**src/rtl/core/lpt_pkg.sv**
```systemverilog
package lpt_pkg;

	localparam int OP_W   = 3;
	localparam int ADDR_W = 48;
	localparam int DATA_W = 32;
	localparam int REC_W  = 8;
	localparam int SLOT_W = 3;

	localparam logic [OP_W-1:0] OP_FIND   = 3'd0;
	localparam logic [OP_W-1:0] OP_RECENT = 3'd1;
	localparam logic [OP_W-1:0] OP_ADD    = 3'd2;
	localparam logic [OP_W-1:0] OP_READ   = 3'd3;
	localparam logic [OP_W-1:0] OP_REMOVE = 3'd4;

	localparam logic [REC_W-1:0] SEQ_TOP   = 8'hFF;
	localparam logic [REC_W-1:0] SEQ_FIRST = 8'd1;

	typedef struct packed {
		logic [OP_W-1:0]   operation;
		logic [ADDR_W-1:0] in_addr;
		logic [DATA_W-1:0] in_data;
		logic [SLOT_W-1:0] slot_index;
	} req_t;

	typedef struct packed {
		logic              found;
		logic [ADDR_W-1:0] out_addr;
		logic [DATA_W-1:0] out_data;
		logic [SLOT_W-1:0] out_slot;
	} rsp_t;

	// what the shared scan unit looks for during one pass over the slots
	typedef struct packed {
		logic match_en;
		logic free_en;
		logic best_en;
		logic best_max;
		logic thresh_en;
	} scan_ctl_t;

endpackage

```
**src/rtl/core/lpt_scan_acc.sv**
```systemverilog
module lpt_scan_acc #(
	parameter int SLOTS = 8,
	localparam int IDX_W = $clog2(SLOTS)
) (
	input  logic                      clk,
	input  logic                      arst_n,
	input  logic                      clear,
	input  logic                      step,
	input  lpt_pkg::scan_ctl_t        ctl,
	input  logic [IDX_W-1:0]          idx,
	input  logic                      slot_valid,
	input  logic [lpt_pkg::ADDR_W-1:0] slot_addr,
	input  logic [lpt_pkg::ADDR_W-1:0] key,
	input  logic [lpt_pkg::REC_W-1:0]  slot_rec,
	input  logic [lpt_pkg::REC_W-1:0]  thresh,
	output logic                      hit,
	output logic [IDX_W-1:0]          hit_idx,
	output logic                      free,
	output logic [IDX_W-1:0]          free_idx,
	output logic                      best,
	output logic [IDX_W-1:0]          best_idx,
	output logic [lpt_pkg::REC_W-1:0]  best_rec
);
	import lpt_pkg::*;

	logic             hit_q, free_q, best_q;
	logic [IDX_W-1:0] hit_idx_q, free_idx_q, best_idx_q;
	logic [REC_W-1:0] best_rec_q;
	logic             rec_better, take_hit, take_free, take_best;

	always_comb begin
		rec_better = ctl.best_max ? (slot_rec > best_rec_q) : (slot_rec < best_rec_q);
		take_hit   = step && ctl.match_en && !hit_q && slot_valid && (slot_addr == key);
		take_free  = step && ctl.free_en && !free_q && !slot_valid;
		// strict compare keeps the lowest slot on ties
		take_best  = step && ctl.best_en && slot_valid
			&& (!ctl.thresh_en || (slot_rec > thresh))
			&& (!best_q || rec_better);
	end

	always_ff @(posedge clk or negedge arst_n) begin
		if (!arst_n) begin
			hit_q  <= 1'b0;
			free_q <= 1'b0;
			best_q <= 1'b0;
		end else if (clear) begin
			hit_q  <= 1'b0;
			free_q <= 1'b0;
			best_q <= 1'b0;
		end else begin
			if (take_hit)  hit_q  <= 1'b1;
			if (take_free) free_q <= 1'b1;
			if (take_best) best_q <= 1'b1;
		end
	end

	always_ff @(posedge clk) begin
		if (take_hit)  hit_idx_q  <= idx;
		if (take_free) free_idx_q <= idx;
		if (take_best) begin
			best_idx_q <= idx;
			best_rec_q <= slot_rec;
		end
	end

	assign hit      = hit_q;
	assign hit_idx  = hit_idx_q;
	assign free     = free_q;
	assign free_idx = free_idx_q;
	assign best     = best_q;
	assign best_idx = best_idx_q;
	assign best_rec = best_rec_q;

endmodule

```
**config.mk**
```make
export PLATFORM = sky130hd
export DESIGN_NAME = lpt_scan_acc
export DESIGN_NICKNAME = d
export VERILOG_FILES = /design/src/rtl/core/lpt_pkg.sv /design/src/rtl/core/lpt_scan_acc.sv
export SDC_FILE = /design/constraint.sdc
export NUM_CORES = 1
export LEC_CHECK = 0
export ABC_AREA = 1
export BUFFER_PORTS_ARGS = -buffer_cell sky130_fd_sc_hd__buf_2
export CAP_MARGIN = 20
export CORE_MARGIN = 5
export CORE_UTILIZATION = 46
export CTS_CLUSTER_SIZE = 10
export DETAILED_ROUTE_END_ITERATION = 10
export PLACE_DENSITY = 0.95
export SKIP_CTS_REPAIR_TIMING = 1
export SKIP_LAST_GASP = 1
export SLEW_MARGIN = 20
export SYNTH_ARGS = -nofsm -noshare
export SYNTH_HDL_FRONTEND = slang
export SYNTH_SLANG_ARGS = --single-unit
```
**constraint.sdc**
```tcl
create_clock -name clk -period 4.5 [get_ports clk]
set_clock_uncertainty 0.05 [all_clocks]
set_input_delay 0.45 -clock clk [delete_from_list [all_inputs] [get_ports clk]]
set_output_delay 0.45 -clock clk [all_outputs]
set_load 0.02 [all_outputs]
```
Word level (Yosys, flattened, before mapping)

Index checks and enable logic that the tools add are counted.

Reduce and logical (&&, ||, !) cells: 21
Mux-type cells: 7
Magnitude comparators: 3
Equal/unequal tests: 1

Operator list:

| cell                       | number |
|---|---|
| == test 48 bit             | 1 |
| > comparator 8 bit         | 2 |
| logical AND 1 bit          | 11 |
| less-than comparator 8 bit | 1 |
| 2-to-1 mux 1 bit           | 7 |
| nonzero test 2 bit         | 3 |
| logical NOT 1 bit          | 5 |
| logical OR 1 bit           | 2 |

Output and inout port bits: 20
Input port bits: 125
Word-level logic and storage cells: 39
Flip-flop bits (word level): 20

Longest topological paths before layout

Gate-level depths: netlist (run 1).

Word-level depth: 6
Mapped depth: 12
Mapped depth without buffers: 12

Least setup slack after synthesis (run 1)

Ideal clock, no wire load.

Path kind: reg2reg
Start point: register best_rec_q[5] (netlist: best_rec[5])
End point: register best_idx_q[0] (netlist: best_idx[0]), enable pin
Cell stages (with the launch flop): 10
Setup time: 0.382 ns
Period minus slack after synthesis: 2.299 ns
Data arrival time: 1.866 ns
Buffers on the path: 0
Slack: 2.201 ns
Required time: 4.068 ns
Cell sequence: edfxtp_1 -> inv_1 -> ha_1 -> a21oi_1 -> nor2_1 -> nor3_1 -> nand2_1 -> nand2_1 -> nand2_1 -> a21oi_1

Cells in the longest elaborated chain, start to end: 4
Elaborated cells between the ends (all ways): 5
Those cells by class: 2 x order compare; 1 x mux; 2 x reduce/logical

RTL lines:

| item                                                                    | RTL line           | RTL |
|---|---|---|
| start: declaration                                                      | lpt_scan_acc.sv:28 | `logic [REC_W-1:0] best_rec_q;` |
| start signal: assignment                                                | lpt_scan_acc.sv:62 | `best_rec_q <= slot_rec;` |
| less-than comparator 8 bit / > comparator 8 bit (equally long branches) | lpt_scan_acc.sv:32 | `rec_better = ctl.best_max ? (slot_rec > best_rec_q) : (slot_rec < best_rec_q);` |
| 2-to-1 mux 1 bit (*)                                                    | lpt_scan_acc.sv:32 |  |
| logical OR 1 bit (*)                                                    | lpt_scan_acc.sv:38 | `&& (!best_q \|\| rec_better);` |
| logical AND 1 bit (*)                                                   | lpt_scan_acc.sv:38 |  |
| via take_best                                                           | lpt_scan_acc.sv:29 | `logic rec_better, take_hit, take_free, take_best;` |
| end signal: assignment                                                  | lpt_scan_acc.sv:61 | `best_idx_q <= idx;` |
| end: declaration                                                        | lpt_scan_acc.sv:27 | `logic [IDX_W-1:0] hit_idx_q, free_idx_q, best_idx_q;` |

Mark *: on every way through the listed nets, which the timed path passes. The rest lies on a longest branch.
A chain may end at the register's enable or synchronous reset.

Final worst setup path (run 1)

Ends and elaborated chain as after synthesis.

==> flow_metrics.tcl, run 1 <==
set metrics [dict create \
    status "complete, no violations" \
    grt_pass1_vias 2517 \
    hold_viol_final 0 \
    fin_hold_ws_ns 0.3135 \
    avgSynthCellArea_sq_um 6.312 \
    drcViolationCount 0 \
    syn-cell-area_sq_um 2102 \
    wire_per_inst_um 11.93 \
    rsz0062_at_grt "false" \
    clkSinkCount 20 \
    fmax_ghz 0.4435 \
    crit_top_cell "nand2_1" \
    synth_area_leaders "edfxtp_1 24%, nand2_1 19%, inv_1 12%" \
    numCtsBuffers 3 \
    num_vias 2501 \
    row_count 24 \
    fillers 354 \
    fin_ws_ns 2.245 \
    netlist.area_leader.share_pct 24.29 \
    critical_path.slowest_cell "a21oi_2" \
    drtIter0Drc 81 \
    power_leakage_nw 1.772 \
    peakVddDrop_mv 0.09752 \
    cp_max_fo 11 \
    grt_pass1_wl_um 9991 \
    clk_latency_ns 0.26 \
    vias_per_cell 4.684 \
    syn_inst 333 \
    initial_core_util_pct 47.95 \
    maxSlewViolCount 0 \
    cts_max_level 1 \
    io_pins 145 \
    place_hpwl_um 5726 \
    yosysTopAreaCell "edfxtp_1" \
    drive_gt1_share_pct 31.12 \
    die_area_sq_um 6022 \
    clk_pin_slew_worst_paths_ns 0.07 \
    crit_chain "inv_1 -> ha_1 -> a21oi_1 -> nor2_1 -> nor3_1 -> nand2_1 -> nand2_1 -> nand2_1 -> a21oi_2" \
    die_w_um 77.60 \
    die_y_um 77.60 \
    worstMarginPinSlew_ns 0.6588 \
    gp_congestion 0.9316 \
    clock-root-buffer "clkbuf_8" \
    firstDrtPassIters 4 \
    synth-seq-cells 20 \
    max_slew_margin_pct 55.75 \
    area_growth_pct 41.43 \
    cap_violations 0 \
    antenna_found_initial 0 \
    core-area_sq_um 4384 \
    hold_depth 2 \
    setup-tns-final_ns 0 \
    pre_cts_slack_ns 1.777 \
    setup_viol 0 \
    regToRegSetupSlack_ns 2.25 \
    critical_path_arrival_ns 2.10 \
    antenna_cells 0 \
    seq_area_frac_synth_pct 27.86 \
    cts_tree "yes" \
    grt_max_degree 13 \
    gr-total-overflow 0 \
    synth_nets 474 \
    port_buffers 144 \
    critPathKind "flop to flop" \
    grtUsageTotal_pct 19.92 \
    cts_buffer_depth 2 \
    totalWireLength_um 6368 \
    fin_util_pct 67.81 \
    critical_path.endpoint_type "flop" \
    fin_cells 534 \
    ys_types 21 \
    cp-start-kind "flop" \
    yosysWarningCount 0 \
    route.antenna.remaining_nets 0 \
    dp_cells 529 \
    final_nets 624 \
    max_stage_delay_ns 0.53 \
    post-route-min-period_ns 2.255 \
    reg2reg_depth 9 \
    hold_class "input pin to flop" \
    power.density_nw_per_um2 195.5 \
    finalCritPeriodShare_pct 50.11 \
    critPathRequiredTime_ns 4.35 \
]
==> synthesized netlist by cell type <==
| cell | n |
|---|---|
| a21oi_1 | 7 |
| nor2b_1 | 1 |
| nand4_1 | 6 |
| o22ai_1 | 1 |
| a21oi_2 | 1 |
| xnor2_1 | 23 |
| nand2_1 | 108 |
| dfrtp_1 | 3 |
| o21bai_1 | 2 |
| nor3_1 | 5 |
| o21ai_1 | 1 |
| ha_1 | 16 |
| inv_1 | 69 |
| nor3b_1 | 2 |
| xor2_1 | 1 |
| edfxtp_1 | 17 |
| o2111ai_1 | 2 |
| o21a_1 | 1 |
| nand3_1 | 8 |
| o21ai_0 | 1 |
| nor2_1 | 58 |
==> logic make-up after synthesis <==
| kind of cell | Yosys count | synth area share (%) |
|---|---|---|
| buffers and inverters | 69 | 12.32 |
| and+or+nand+nor | 188 | 35.54 |
| xor gates and xnor gates | 24 | 10.00 |
| AOI/OAI and AO/OA | 16 | 4.762 |
| adders and majority gates | 16 | 9.524 |
| DFF | 20 | 27.86 |
==> per-stage QoR <==
stage | power, mW | instance area (sq um)
after global placement | 0.3969 | 2888
after floorplan | 0.3134 | 2102
final | 0.5812 | 2973
after CTS | 0.5841 | 2959
after global routing | 0.6178 | 2973
after detailed placement | 0.4040 | 2888
==> registers in the layout, indices dropped and copies added (netlist names) <==
register  count
best_rec      8
hit_idx       3
hit           1
best_idx      3
free          1
free_idx      3
best          1
==> layout by cell type, fill, tap and decap left out, types with 2 or more instances in the layout <==
master     instances
buf_2            144
nand2_1          108
inv_1             69
nor2_1            58
xnor2_1           23
edfxtp_1          17
ha_1              16
nand3_1            8
a21oi_1            6
nand4_1            6
nor3_1             5
dfrtp_1            3
clkbuf_8           3
o21bai_1           2
a21oi_2            2
o2111ai_1          2
nor3b_1            2
==> worst max-delay path: cells and delay by family, from the launching register on <==
family / cells / cell delay [ns]
adders and majority gates: 1 / 0.23
AOI/OAI and AO/OA: 2 / 0.68
DFF: 1 / 0.39
buffers and inverters: 1 / 0.08
and+or+nand+nor: 5 / 0.46
==> cell type report <==
| type | instances | area [sq um] | share of cell area [%] |
|---|---|---|---|
| multi-input cells | 244 | 1261 | 42.42 |
| repair buffers | 145 | 730.7 | 24.58 |
| flip-flops and latches | 20 | 585.6 | 19.70 |
| inverters | 69 | 259.0 | 8.712 |
| well taps | 52 | 65.06 | 2.189 |
| clock buffers | 3 | 41.29 | 1.389 |
| clock inverters | 1 | 30.03 | 1.010 |
==> metal layers <==
| layer | track usage, % | up-vias | share of wire, % | wire (um) |
|---|---|---|---|---|
| met5 | 0 | - | 0 | 0 |
| met4 | 8.076 | 0 | 2.8 | 178 |
| met3 | 4.861 | 15 | 11 | 683 |
| met2 | 37.73 | 122 | 52 | 3295 |
| met1 | 20.60 | 1047 | 35 | 2210 |
| li1 | - | 1317 | - | - |
==> path summary, 6_finish.rpt <==
path / end / start
max: best_idx[0] / best_rec[5]
min: hit / clear
max reg2reg: best_idx[0] / best_rec[5]
min reg2reg: free / free
max in group asynchronous: free / arst_n
min in group asynchronous: hit / arst_n
==> report_power, final <==
group          switching [mW]  internal [mW]
logic                   0.102         0.0916
registers             0.00196          0.206
clock network          0.0602          0.119
No activity file was read; power rests on OpenSTA's default activity.
==> run 2: changes to the inputs <==
CORE_UTILIZATION = 42   (was 46)
PLACE_DENSITY = 0.89   (was 0.95)
clock period = 2.3 ns   (was 4.5 ns; I/O delays follow)
==> flow_metrics.tcl, run 2 (same netlist as run 1, synthesis figures left out) <==
set metrics [dict create \
    max_stage_delay_ns 0.39 \
    critical_path.endpoint_type "flop" \
    setup_viol 0 \
    globalRouteMet1Util_pct 19.44 \
    num_vias 2513 \
    hold_class "input pin to flop" \
    final_cell_mix "144 x buf_2, 108 x nand2_1, 69 x inv_1" \
    cap_violations 0 \
    startpoint "best_rec[5]" \
    grt_pass1_vias 2520 \
    initial_core_util_pct 43.92 \
    row_count 25 \
    cts_tree "yes" \
    clk_latency_ns 0.26 \
    gr-total-overflow 0 \
    final_nets 625 \
    use_met3_pct 3.326 \
    fin_hold_ws_ns 0.09141 \
    port_buffers 144 \
    wire_per_inst_um 11.31 \
    regToRegEndpoint "best_idx[2]" \
    fin_cells 550 \
    max_slew_margin_pct 53.12 \
    reg2reg_from "best_rec[5]" \
    fmax_ghz 0.5069 \
    vias_per_cell 4.569 \
    cts_max_level 1 \
    regToRegSetupSlack_ns 0.33 \
    critPathCapture "best_idx[2]" \
    grt_pass1_wl_um 9722 \
    crit_top_cell "nand2_1" \
    cp-start-kind "flop" \
    gp_congestion 0.8476 \
    drive_gt1_share_pct 31.06 \
    fillers 428 \
    power_leakage_nw 1.777 \
    critPathRequiredTime_ns 2.21 \
    largest_reg_flops 8 \
    mostFrequentLayoutCell "buf_2" \
    die_w_um 80.75 \
    status "complete, no violations" \
    die_area_sq_um 6520 \
    drtIter0Drc 48 \
    io_pins 145 \
    numCtsBuffers 3 \
    rsz0062_at_grt "false" \
    cts_buffer_depth 2 \
    grt_max_degree 13 \
    dp_cells 545 \
    die_y_um 80.75 \
    peakVddDrop_mv 0.1523 \
    drcViolationCount 0 \
    post-route-min-period_ns 1.973 \
    route.antenna.remaining_nets 0 \
    critical_path_arrival_ns 1.88 \
    totalWireLength_um 6218 \
    reg2reg_depth 10 \
    core-area_sq_um 4786 \
    crit_chain "inv_1 -> ha_1 -> a21oi_1 -> nor2_1 -> nor3_1 -> nand2_1 -> nand2_1 -> nand2_1 -> a21oi_1 -> buf_4" \
    hold_viol_final 0 \
    area_growth_pct 42.50 \
    grtUsageTotal_pct 18.63 \
    clkSinkCount 20 \
    antenna_found_initial 0 \
    antenna_cells 0 \
    setup-tns-final_ns 0 \
    maxSlewViolCount 0 \
    finalCritPeriodShare_pct 85.77 \
    met2_usage_pct 37.42 \
    place_hpwl_um 5730 \
    power.density_nw_per_um2 377.4 \
    clk_pin_slew_worst_paths_ns 0.08 \
    clock-root-buffer "clkbuf_8" \
    worstMarginPinSlew_ns 0.6979 \
    firstDrtPassIters 4 \
    critPathKind "flop to flop" \
    cp_max_fo 11 \
    critical_path.slowest_cell "edfxtp_1" \
    globalRoute.busiestLayer "met2" \
]
==> run 2: how the worst min path moves through the flow <==
stage | slack [ns] | end | startpoint | cells after the start
2_1_floorplan | -0.12 | best | arst_n | 0
3_3_place_gp | -0.02 | best | arst_n | 1
3_5_place_dp | -0.01 | best | arst_n | 1
4_1_cts | -0.30 | best | arst_n | 1
5_1_grt | 0.1 | hit | clear | 2
6_report | 0.09 | hit | clear | 2
==> run 2: metrics by stage <==
stage | total power [mW] | worst slack [ns] | cell area [sq um] | util, %
after floorplan | 0.6131 | 0.001483 | 2102 | -
after global placement | 0.7795 | 0.4450 | 2914 | 60.89
after detailed placement | 0.7936 | 0.3125 | 2914 | 60.89
after CTS | 1.138 | 0.3310 | 2985 | 62.38
after global routing | 1.201 | 0.2067 | 2995 | 62.59
final | 1.130 | 0.3272 | 2995 | 62.59
==> run 2: final cells by class <==
cell class / count / area (sq um) / share of cell area, %
Clock buffer: 3 / 41.29 / 1.378
Inverter: 69 / 259.0 / 8.647
Sequential cell: 20 / 585.6 / 19.55
Timing Repair Buffer: 146 / 738.2 / 24.64
Clock inverter: 1 / 30.03 / 1.003
Multi-Input combinational cell: 244 / 1257 / 41.98
Tap cell: 67 / 83.83 / 2.799
==> run 2: where the power goes <==
part | internal [mW] | switching, mW | leakage, nW | total [mW]
Clock | 0.232 | 0.113 | 0.0357 | 0.345
Combinational | 0.179 | 0.198 | 1.55 | 0.378
Sequential | 0.404 | 0.00368 | 0.196 | 0.407
==> run 2: critical path, delay by kind of cell (launching register included) <==
| kind | cells | cell delay (ns) |
|---|---|---|
| buf+inv | 2 | 0.29 |
| flops | 1 | 0.39 |
| compound gates | 2 | 0.26 |
| simple gates | 5 | 0.45 |
| fa+ha+maj | 1 | 0.23 |
==> run 2: metal layers <==
metal  wire length, um  up-vias  part of all wire (%)
met5                 0        -                     0
met4                64        0                   1.0
met3               639        6                    10
met2              3233      122                    52
met1              2281     1068                    37
li1                  -     1317                     -
